File: src/rtl/core/dte_pkg.sv
`default_nettype none
package dte_pkg;

   // Default sizes of the tree, the covariate store and the action set.
   localparam int DEFAULT_MAX_DEPTH      = 4;
   localparam int DEFAULT_NUM_COVARIATES = 16;
   localparam int DEFAULT_NUM_ACTIONS    = 16;

   // Widths of the item fields.
   localparam int OPCODE_W      = 3;
   localparam int NODE_IDX_W    = 5;
   localparam int COV_IDX_W     = 4;
   localparam int VALUE_W       = 32;
   localparam int LEAF_ACTION_W = 4;
   localparam int REWARD_W      = 32;
   localparam int ACTION_W      = 5;
   localparam int ACC_W         = 48;
   localparam int STATUS_W      = 2;

   // Opcodes.
   localparam logic [OPCODE_W-1:0] OP_WRITE_SPLIT   = 3'd0;
   localparam logic [OPCODE_W-1:0] OP_WRITE_LEAF    = 3'd1;
   localparam logic [OPCODE_W-1:0] OP_LOAD_COV      = 3'd2;
   localparam logic [OPCODE_W-1:0] OP_CLASSIFY      = 3'd3;
   localparam logic [OPCODE_W-1:0] OP_ADD_REWARD    = 3'd4;
   localparam logic [OPCODE_W-1:0] OP_READ_REWARD   = 3'd5;

   // Status codes.
   localparam logic [STATUS_W-1:0] ST_OK        = 2'd0;
   localparam logic [STATUS_W-1:0] ST_BAD_INDEX = 2'd1;
   localparam logic [STATUS_W-1:0] ST_PAST_LAST = 2'd2;
   localparam logic [STATUS_W-1:0] ST_SATURATED = 2'd3;

   // Action code of a node that has none assigned.
   localparam logic [ACTION_W-1:0] ACTION_NONE = {ACTION_W{1'b1}};

   // Bounds of the reward accumulator.
   localparam logic [ACC_W-1:0] ACC_MAX = {1'b0, {(ACC_W-1){1'b1}}};
   localparam logic [ACC_W-1:0] ACC_MIN = {1'b1, {(ACC_W-1){1'b0}}};

   // Split information of one node as held in the node table.
   typedef struct packed {
      logic                          split;
      logic [COV_IDX_W-1:0]          covariate;
      logic [VALUE_W-1:0]            threshold;
   } node_info_type;

   localparam int NODE_INFO_W = $bits(node_info_type);

endpackage
`default_nettype wire

File: src/rtl/core/decision_tree_evaluator_core.sv
`default_nettype none
// Channel    Ports                                   Handshake
// ---------  --------------------------------------  ---------------------------------
// request    req_opcode .. req_reward                accepted when start and not busy
// response   rsp_action_out, rsp_reward_out,         rsp_valid high for one cycle,
//            rsp_status                              taken at the end of that cycle
//
// Writes and covariate loads are done when accepted; the item's result shows in the next cycle.
// A reward read returns through S_READ. Classify and reward-add walks pass through S_NODE
// (node table read) and S_FEAT (covariate store read and compare) for each split
// passed, and through S_NODE once more at the node where the walk stops, where the
// result is registered.
// After reset a clearing pass over every node and covariate address runs
// with busy high. The receiver cannot stall, so results never wait.
module decision_tree_evaluator_core #(
   parameter int MAX_DEPTH      = dte_pkg::DEFAULT_MAX_DEPTH,
   parameter int NUM_COVARIATES = dte_pkg::DEFAULT_NUM_COVARIATES,
   parameter int NUM_ACTIONS    = dte_pkg::DEFAULT_NUM_ACTIONS
) (
   input  wire logic                              clock,
   input  wire logic                              reset,
   input  wire logic                              start,
   output logic                                   busy,
   input  wire logic [dte_pkg::OPCODE_W-1:0]      req_opcode,
   input  wire logic [dte_pkg::NODE_IDX_W-1:0]    req_node_index,
   input  wire logic [dte_pkg::COV_IDX_W-1:0]     req_covariate_index,
   input  wire logic signed [dte_pkg::VALUE_W-1:0] req_value,
   input  wire logic [dte_pkg::LEAF_ACTION_W-1:0] req_leaf_action,
   input  wire logic signed [dte_pkg::REWARD_W-1:0] req_reward,
   output logic                                   rsp_valid,
   output logic signed [dte_pkg::ACTION_W-1:0]    rsp_action_out,
   output logic signed [dte_pkg::ACC_W-1:0]       rsp_reward_out,
   output logic [dte_pkg::STATUS_W-1:0]           rsp_status
);

   import dte_pkg::*;

   localparam int NUM_NODES  = (1 << (MAX_DEPTH + 1)) - 1;
   localparam int FIRST_LEAF = (NUM_NODES - 1) / 2;
   localparam int NODE_AW    = $clog2(NUM_NODES);
   localparam int FEAT_AW    = $clog2(NUM_COVARIATES);
   localparam int CLEAR_LEN  = (NUM_NODES > NUM_COVARIATES) ? NUM_NODES : NUM_COVARIATES;
   localparam int CLR_W      = $clog2(CLEAR_LEN);

   typedef enum logic [4:0] {
      S_CLEAR = 5'b00001,
      S_IDLE  = 5'b00010,
      S_NODE  = 5'b00100,
      S_FEAT  = 5'b01000,
      S_READ  = 5'b10000
   } state_type;

   state_type            state_ff, state_in;
   logic [CLR_W-1:0]     clear_ff, clear_in;
   logic [NODE_AW-1:0]   node_ff, node_in;
   logic [VALUE_W-1:0]   thr_ff, thr_in;
   logic [REWARD_W-1:0]  amount_ff, amount_in;
   logic                 add_ff, add_in;
   logic                 sat_ff, sat_in;
   logic                 rsp_valid_ff, rsp_valid_in;
   logic [ACTION_W-1:0]  rsp_action_ff, rsp_action_in;
   logic [ACC_W-1:0]     rsp_reward_ff, rsp_reward_in;
   logic [STATUS_W-1:0]  rsp_status_ff, rsp_status_in;

   // Memory ports.
   logic                 info_we, action_we, reward_we, feat_we;
   logic [NODE_AW-1:0]   node_waddr, node_raddr;
   logic [NODE_INFO_W-1:0] info_wdata, info_rdata;
   logic [ACTION_W-1:0]  action_wdata, action_rdata;
   logic [ACC_W-1:0]     reward_wdata, reward_rdata;
   logic [FEAT_AW-1:0]   feat_waddr, feat_raddr;
   logic [VALUE_W-1:0]   feat_wdata, feat_rdata;

   node_info_type        info_rd, info_wr;
   logic                 accept;
   logic                 node_ok, cov_ok, act_ok;
   logic [ACC_W:0]       sum;
   logic [ACC_W-1:0]     sum_sat;
   logic                 sum_over;
   logic                 sat_now;
   logic [NODE_AW-1:0]   child;

   assign accept  = start && (state_ff == S_IDLE);
   assign node_ok = 32'(req_node_index) < NUM_NODES;
   assign cov_ok  = 32'(req_covariate_index) < NUM_COVARIATES;
   assign act_ok  = 32'(req_leaf_action) < NUM_ACTIONS;
   assign info_rd = node_info_type'(info_rdata);
   assign info_wdata = info_wr;

   // Saturating add of the sign-extended reward onto the stored accumulator.
   assign sum      = {reward_rdata[ACC_W-1], reward_rdata}
                   + {{(ACC_W + 1 - REWARD_W){amount_ff[REWARD_W-1]}}, amount_ff};
   assign sum_over = sum[ACC_W] ^ sum[ACC_W-1];
   assign sum_sat  = sum_over ? (sum[ACC_W] ? ACC_MIN : ACC_MAX) : sum[ACC_W-1:0];
   assign sat_now  = sat_ff || (add_ff && sum_over);

   // Child chosen by the signed compare of covariate against threshold.
   assign child = ($signed(feat_rdata) <= $signed(thr_ff))
                ? {node_ff[NODE_AW-2:0], 1'b0} + NODE_AW'(1)
                : {node_ff[NODE_AW-2:0], 1'b0} + NODE_AW'(2);

   // The covariate store is always addressed by the split covariate just read.
   assign feat_raddr = FEAT_AW'(info_rd.covariate);

   // Node table read address: root or requested node when idle, child after a compare.
   always_comb begin
      case (state_ff)
         S_IDLE:  node_raddr = (req_opcode == OP_READ_REWARD) ? NODE_AW'(req_node_index)
                                                              : '0;
         S_FEAT:  node_raddr = child;
         default: node_raddr = node_ff;
      endcase
   end

   // Sequencer and write port control.
   always_comb begin
      state_in      = state_ff;
      clear_in      = clear_ff;
      node_in       = node_ff;
      thr_in        = thr_ff;
      amount_in     = amount_ff;
      add_in        = add_ff;
      sat_in        = sat_ff;
      rsp_valid_in  = 1'b0;
      rsp_action_in = ACTION_NONE;
      rsp_reward_in = '0;
      rsp_status_in = ST_OK;
      info_we       = 1'b0;
      action_we     = 1'b0;
      reward_we     = 1'b0;
      feat_we       = 1'b0;
      node_waddr    = NODE_AW'(req_node_index);
      info_wr       = '0;
      action_wdata  = {1'b0, req_leaf_action};
      reward_wdata  = {{(ACC_W - REWARD_W){req_reward[REWARD_W-1]}}, req_reward};
      feat_waddr    = FEAT_AW'(req_covariate_index);
      feat_wdata    = req_value;

      case (state_ff)
         S_CLEAR: begin
            // Sweep both stores to their reset contents.
            node_waddr   = clear_ff[NODE_AW-1:0];
            feat_waddr   = clear_ff[FEAT_AW-1:0];
            info_we      = 32'(clear_ff) < NUM_NODES;
            action_we    = info_we;
            reward_we    = info_we;
            feat_we      = 32'(clear_ff) < NUM_COVARIATES;
            action_wdata = ACTION_NONE;
            reward_wdata = '0;
            feat_wdata   = '0;
            clear_in     = clear_ff + CLR_W'(1);
            if (clear_ff == CLR_W'(CLEAR_LEN - 1)) begin
               state_in = S_IDLE;
            end
         end

         S_IDLE: begin
            if (accept) begin
               case (req_opcode)
                  OP_WRITE_SPLIT: begin
                     rsp_valid_in = 1'b1;
                     if (node_ok && cov_ok) begin
                        info_wr.split     = 1'b1;
                        info_wr.covariate = req_covariate_index;
                        info_wr.threshold = req_value;
                        info_we           = 1'b1;
                        reward_we         = 1'b1;
                     end else begin
                        rsp_status_in = ST_BAD_INDEX;
                     end
                  end
                  OP_WRITE_LEAF: begin
                     rsp_valid_in = 1'b1;
                     if (node_ok && act_ok) begin
                        info_we   = 1'b1;
                        action_we = 1'b1;
                        reward_we = 1'b1;
                     end else begin
                        rsp_status_in = ST_BAD_INDEX;
                     end
                  end
                  OP_LOAD_COV: begin
                     rsp_valid_in = 1'b1;
                     if (cov_ok) begin
                        feat_we = 1'b1;
                     end else begin
                        rsp_status_in = ST_BAD_INDEX;
                     end
                  end
                  OP_CLASSIFY, OP_ADD_REWARD: begin
                     // The root read is issued at this edge.
                     state_in  = S_NODE;
                     node_in   = '0;
                     add_in    = (req_opcode == OP_ADD_REWARD);
                     amount_in = req_reward;
                     sat_in    = 1'b0;
                  end
                  OP_READ_REWARD: begin
                     if (node_ok) begin
                        state_in = S_READ;
                     end else begin
                        rsp_valid_in  = 1'b1;
                        rsp_status_in = ST_BAD_INDEX;
                     end
                  end
                  default: begin
                     rsp_valid_in  = 1'b1;
                     rsp_status_in = ST_BAD_INDEX;
                  end
               endcase
            end
         end

         S_NODE: begin
            // Node data is here: update its reward and decide whether to go on.
            node_waddr   = node_ff;
            reward_wdata = sum_sat;
            reward_we    = add_ff;
            sat_in       = sat_now;
            thr_in       = info_rd.threshold;
            if (!info_rd.split) begin
               state_in      = S_IDLE;
               rsp_valid_in  = 1'b1;
               rsp_action_in = action_rdata;
               rsp_status_in = sat_now ? ST_SATURATED : ST_OK;
            end else if (32'(node_ff) >= FIRST_LEAF) begin
               state_in      = S_IDLE;
               rsp_valid_in  = 1'b1;
               rsp_action_in = action_rdata;
               rsp_status_in = ST_PAST_LAST;
            end else begin
               state_in = S_FEAT;
            end
         end

         S_FEAT: begin
            // Covariate is here: step to the child, whose read goes out now.
            node_in  = child;
            state_in = S_NODE;
         end

         S_READ: begin
            state_in      = S_IDLE;
            rsp_valid_in  = 1'b1;
            rsp_reward_in = reward_rdata;
         end

         default: begin
            state_in = S_IDLE;
         end
      endcase
   end

   // Control registers.
   always_ff @(posedge clock) begin
      if (reset) begin
         state_ff     <= S_CLEAR;
         clear_ff     <= '0;
         rsp_valid_ff <= 1'b0;
      end else begin
         state_ff     <= state_in;
         clear_ff     <= clear_in;
         rsp_valid_ff <= rsp_valid_in;
      end
   end

   // Walk and result payload registers.
   always_ff @(posedge clock) begin
      node_ff       <= node_in;
      thr_ff        <= thr_in;
      amount_ff     <= amount_in;
      add_ff        <= add_in;
      sat_ff        <= sat_in;
      rsp_action_ff <= rsp_action_in;
      rsp_reward_ff <= rsp_reward_in;
      rsp_status_ff <= rsp_status_in;
   end

   // Node table: split information, action and reward accumulator.
   dte_ram #(.WIDTH(NODE_INFO_W), .DEPTH(NUM_NODES)) u_info_ram (
      .clock      (clock),
      .write_en   (info_we),
      .write_addr (node_waddr),
      .write_data (info_wdata),
      .read_addr  (node_raddr),
      .read_data  (info_rdata)
   );

   dte_ram #(.WIDTH(ACTION_W), .DEPTH(NUM_NODES)) u_action_ram (
      .clock      (clock),
      .write_en   (action_we),
      .write_addr (node_waddr),
      .write_data (action_wdata),
      .read_addr  (node_raddr),
      .read_data  (action_rdata)
   );

   dte_ram #(.WIDTH(ACC_W), .DEPTH(NUM_NODES)) u_reward_ram (
      .clock      (clock),
      .write_en   (reward_we),
      .write_addr (node_waddr),
      .write_data (reward_wdata),
      .read_addr  (node_raddr),
      .read_data  (reward_rdata)
   );

   // Covariate values of the current unit.
   dte_ram #(.WIDTH(VALUE_W), .DEPTH(NUM_COVARIATES)) u_feat_ram (
      .clock      (clock),
      .write_en   (feat_we),
      .write_addr (feat_waddr),
      .write_data (feat_wdata),
      .read_addr  (feat_raddr),
      .read_data  (feat_rdata)
   );

   assign busy           = (state_ff != S_IDLE);
   assign rsp_valid      = rsp_valid_ff;
   assign rsp_action_out = rsp_action_ff;
   assign rsp_reward_out = rsp_reward_ff;
   assign rsp_status     = rsp_status_ff;

endmodule
`default_nettype wire

File: src/rtl/core/dte_ram.sv
`default_nettype none
module dte_ram #(
   parameter int WIDTH = 8,
   parameter int DEPTH = 16
) (
   input  wire logic                     clock,
   input  wire logic                     write_en,
   input  wire logic [$clog2(DEPTH)-1:0] write_addr,
   input  wire logic [WIDTH-1:0]         write_data,
   input  wire logic [$clog2(DEPTH)-1:0] read_addr,
   output logic      [WIDTH-1:0]         read_data
);

   logic [WIDTH-1:0] mem_ff [DEPTH];
   logic [WIDTH-1:0] read_data_ff;

   // One write port and one registered read port.
   always_ff @(posedge clock) begin
      if (write_en) begin
         mem_ff[write_addr] <= write_data;
      end
      read_data_ff <= mem_ff[read_addr];
   end

   assign read_data = read_data_ff;

endmodule
`default_nettype wire
File: config.mk
export PLATFORM = sky130hd
export DESIGN_NAME = decision_tree_evaluator_core
export DESIGN_NICKNAME = d
export VERILOG_FILES = /design/src/rtl/core/dte_pkg.sv /design/src/rtl/core/decision_tree_evaluator_core.sv /design/src/rtl/core/dte_ram.sv
export SDC_FILE = /design/constraint.sdc
export NUM_CORES = 2
export LEC_CHECK = 0
export ABC_CLOCK_PERIOD_IN_PS = 5700
export BUFFER_PORTS_ARGS = -buffer_cell sky130_fd_sc_hd__buf_2
export CAP_MARGIN = 5
export CORE_MARGIN = 2
export CORE_UTILIZATION = 45
export DETAILED_ROUTE_END_ITERATION = 10
export GPL_ROUTABILITY_DRIVEN = 1
export GPL_TIMING_DRIVEN = 0
export PLACE_DENSITY = 0.71
export SETUP_SLACK_MARGIN = 0.1
export SLEW_MARGIN = 25
export SYNTH_ARGS = -nofsm -noshare
export SYNTH_HDL_FRONTEND = slang
export SYNTH_SLANG_ARGS = --single-unit
File: constraint.sdc
create_clock -name clock -period 5.7 [get_ports clock]
set_clock_uncertainty 0.15 [all_clocks]
set_input_delay 0.57 -clock clock [delete_from_list [all_inputs] [get_ports clock]]
set_output_delay 0.57 -clock clock [all_outputs]
set_load 0.02 [all_outputs]
==> impl_metrics.csv <==
group,metric,value,unit
die,die_x,560,um
setup_path,crit_arrival,6460,ps
yosys,syn_nets,8469,
cts,clk_pin_slew,60,ps
yosys,syn_avg_cell_area,16.7,um^2
cells_and_area,regArea,105000,um^2
detailed_routing,dr.pass1.iters,9,
yosys,yosysSeqAreaShare,75.7,%
yosys,ys_ff_latch,3561,
detailed_routing,viasPerCell,6.23,
placed_design,dpl.hpwl,296,mm
timing,setup_viol,5,
cells_and_area,fin_area,164000,um^2
timing,relSlewSlack,17.9,%
placed_design,portBuffers,138,
cells_and_area,utilization,53.5,%
cts,cts_buffers,355,
yosys,synth-main-ff-cell,"edfxtp_1",
power,powerDensity,364,nW/um^2
cells_and_area,drive_gt1_share,19.8,%
global_routing,grt_max_degree,42,
placed_design,pre_cts_ws,-1650,ps
setup_path,worstSetupStartpointType,"flop",
min_path,hold_path_class,"in2reg",
cts,cts_max_level,5,
detailed_routing,vias,84427,
cells_and_area,multi_input_area,32500,um^2
status,status,"complete, but fails checks",
setup_path,slowest_delay,730,ps
timing,rsz0062_at_grt,"true",
status,failed_checks,"setup timing",
setup_path,worst-setup-path-type,"reg2reg",
die,fp.dieH,560,um
placed_design,place_area,151000,um^2
setup_path,cpLargestDelayFamily,"buffers and inverters",
detailed_routing,routed_wl,425,mm
setup_path,crit_fanout,11,
job,maxCapViolCount,0,
yosys,yosysWarnings,0,
global_routing,antenna_found_initial,54,
setup_path,worstPathBufferInverterCount,5,
timing,setup_slack,-90.3,ps
detailed_routing,drt_iter0_markers,14248,
die,dieArea,313000,um^2
yosys,syn_area,139000,um^2
yosys,postSynthCellCount,8302,
timing,fmax,0.173,GHz
detailed_routing,wl_per_cell,31.3,um
yosys,async_flop_share,0,%
setup_path,cpMaxStageDelayCell,"clkbuf_1",
placed_design,gp_congestion,0.976,
timing,setup_tns,-165,ps
setup_path,required,6370,ps
cts,ctsLongestPathBuffers,4,
detailed_routing,ant_nets,0,
global_routing,grt_overflow,0,
global_routing,global_route.usage.total,26.3,%
power,vdd_ir_drop_max,0.000280,V
timing,finalCriticalPeriod,5790,ps
die,core,306000,um^2
yosys,synth_edf_count,3373,
cts,cts_root_buffer,"clkbuf_16",
cts,clk-insertion-delay-late,930,ps
cells_and_area,layout.nets,9301,
timing,fin_hold_ws,61.6,ps
global_routing,first_global_vias,81854,
detailed_routing,post-route-drc-count,0,
cells_and_area,fillers,23406,
cells_and_area,final_cell_mix,"3373 x edfxtp_1, 1298 x nand2_1, 377 x mux2i_1, 361 x clkbuf_16, 330 x mux4_2",
timing,worst_pin_slew,1230,ps
yosys,synth_cell_types,85,
power,leakage,54.1,nW
die,start_util,45.3,%
cts,cts.sink_count,3561,
setup_path,crit_chain,"ha_2, nand4_2, nor4_4, buf_4, a2111oi_4, buf_12, o22ai_2, a211oi_1, xnor2_1, o21a_1, buf_2, clkbuf_2, clkbuf_1, o2111ai_1, nand3_1",
timing,period_share,102,%
cells_and_area,final_common_cell,"edfxtp_1",
die,boundaryPins,140,
global_routing,grt_pass1_wl,593,mm
cells_and_area,area_growth,18.0,%
setup_path,cp-end-kind,"flop",
cts,cts_tree,"built",
timing,maxSlewViolCount,0,
timing,hold_viol,0,
die,rows,203,
## power breakdown
part | leakage (nW) | total, W | switching (W) | internal [W]
clock | 5.59 | 0.0232 | 0.00999 | 0.0132
sequential | 31.1 | 0.0308 | 0.000442 | 0.0304
combinational | 17.4 | 0.00573 | 0.00381 | 0.00192
total | 54.1 | 0.0597 | 0.0142 | 0.0455
## cell type report
cell class	instances	share of cell area, %
Sequential cell	3561	64.1
Inverter	70	0.160
Clock buffer	446	5.81
Clock inverter	202	1.18
Multi-Input combinational cell	4174	19.8
Buffer	497	1.59
Timing Repair Buffer	475	4.18
Tap cell	4100	3.13
Antenna cell	26	0.0397
## cells in the mapped netlist (90+ instances only)
cell	instances	area share (%)
a211oi_1	98	0.53
and2_1	125	0.56
a31oi_1	120	0.54
mux2i_1	377	2.7
nand2_1	1299	3.5
clkbuf_1	268	0.72
edfxtp_1	3373	73
nand3_1	212	0.76
dfxtp_1	188	2.7
o211ai_1	90	0.49
o2111ai_1	182	1.1
buf_2	104	0.37
nor2_1	334	0.90
mux4_2	330	5.4
## per-stage QoR
stage	power [W]	std cells
after global routing	0.0610	13535
after floorplan	0.0339	8302
after CTS	0.0596	13505
after detailed placement	0.0367	12789
after global placement	0.0359	12540
final	0.0597	13551
## per-layer routing
| metal | part of all wire [%] | global-route usage [%] | up-vias |
|---|---|---|---|
| li1 | - | - | 34446 |
| met1 | 36 | 34.6 | 42853 |
| met2 | 46 | 41.0 | 6076 |
| met3 | 13 | 6.80 | 1020 |
| met4 | 5.3 | 12.7 | 32 |
| met5 | 0.062 | 0 | - |
## timing repair
| item | in CTS | in global routing |
|---|---|---|
| setup endpoints to repair | 1315 | 740 |
| gates resized for setup | 127 | 43 |
| pin swaps | 15 | 6 |
| endpoints found under the hold margin | 35 | 0 |
| buffers inserted | 33 | 18 |
| hold buffers | 35 | 0 |
## flip-flops by register name, summed over array words and instances, names as in the netlist, 32 cells and up
| name | count |
|---|---|
| rsp_reward_out | 48 |
| u_reward_ram.mem_ff | 1488 |
| thr_ff | 32 |
| amount_ff | 32 |
| u_action_ram.mem_ff | 155 |
| u_feat_ram.read_data | 32 |
| u_feat_ram.mem_ff | 512 |
| u_reward_ram.read_data | 48 |
| u_info_ram.read_data | 37 |
| u_info_ram.mem_ff | 1147 |
## cell families (layout without fill, tap and decap cells)
logic type	after synthesis	in the layout	share of synthesized area, %
fa+ha+maj	84	84	0.762
simple gates	2163	2163	6.64
compound gates	1095	1095	6.06
xor+xnor	43	43	0.271
buf+inv	567	1690	1.88
mux	789	789	8.73
flops	3561	3561	75.7
other cells	0	26	0
## worst reg2reg max path, cell delays in order (launching register included)
cell and delay [ps]:
dfxtp_1 320, ha_2 540, nand4_2 260, nor4_4 280, buf_4 190, a2111oi_4 80, buf_12 170, o22ai_2 420
a211oi_1 130, xnor2_1 480, o21a_1 170, buf_2 540, clkbuf_2 610, clkbuf_1 750, o2111ai_1 360, nand3_1 240
## final timing paths
path / start / endpoint / slack, ps / cells past startpoint
max: u_feat_ram.read_data[31]$_DFF_P_ / u_reward_ram.read_data[46]$_DFF_P_ / -90 / 15
min: req_opcode[2] / state_ff[2]$_SDFFE_PP0P_ / 60 / 4
max reg2reg: u_feat_ram.read_data[31]$_DFF_P_ / u_reward_ram.read_data[46]$_DFF_P_ / -90 / 15
min reg2reg: u_info_ram.read_data[10]$_DFF_P_ / thr_ff[10]$_DFFE_PP_ / 260 / 0
Note: power is estimated with default switching activity, not from simulation.
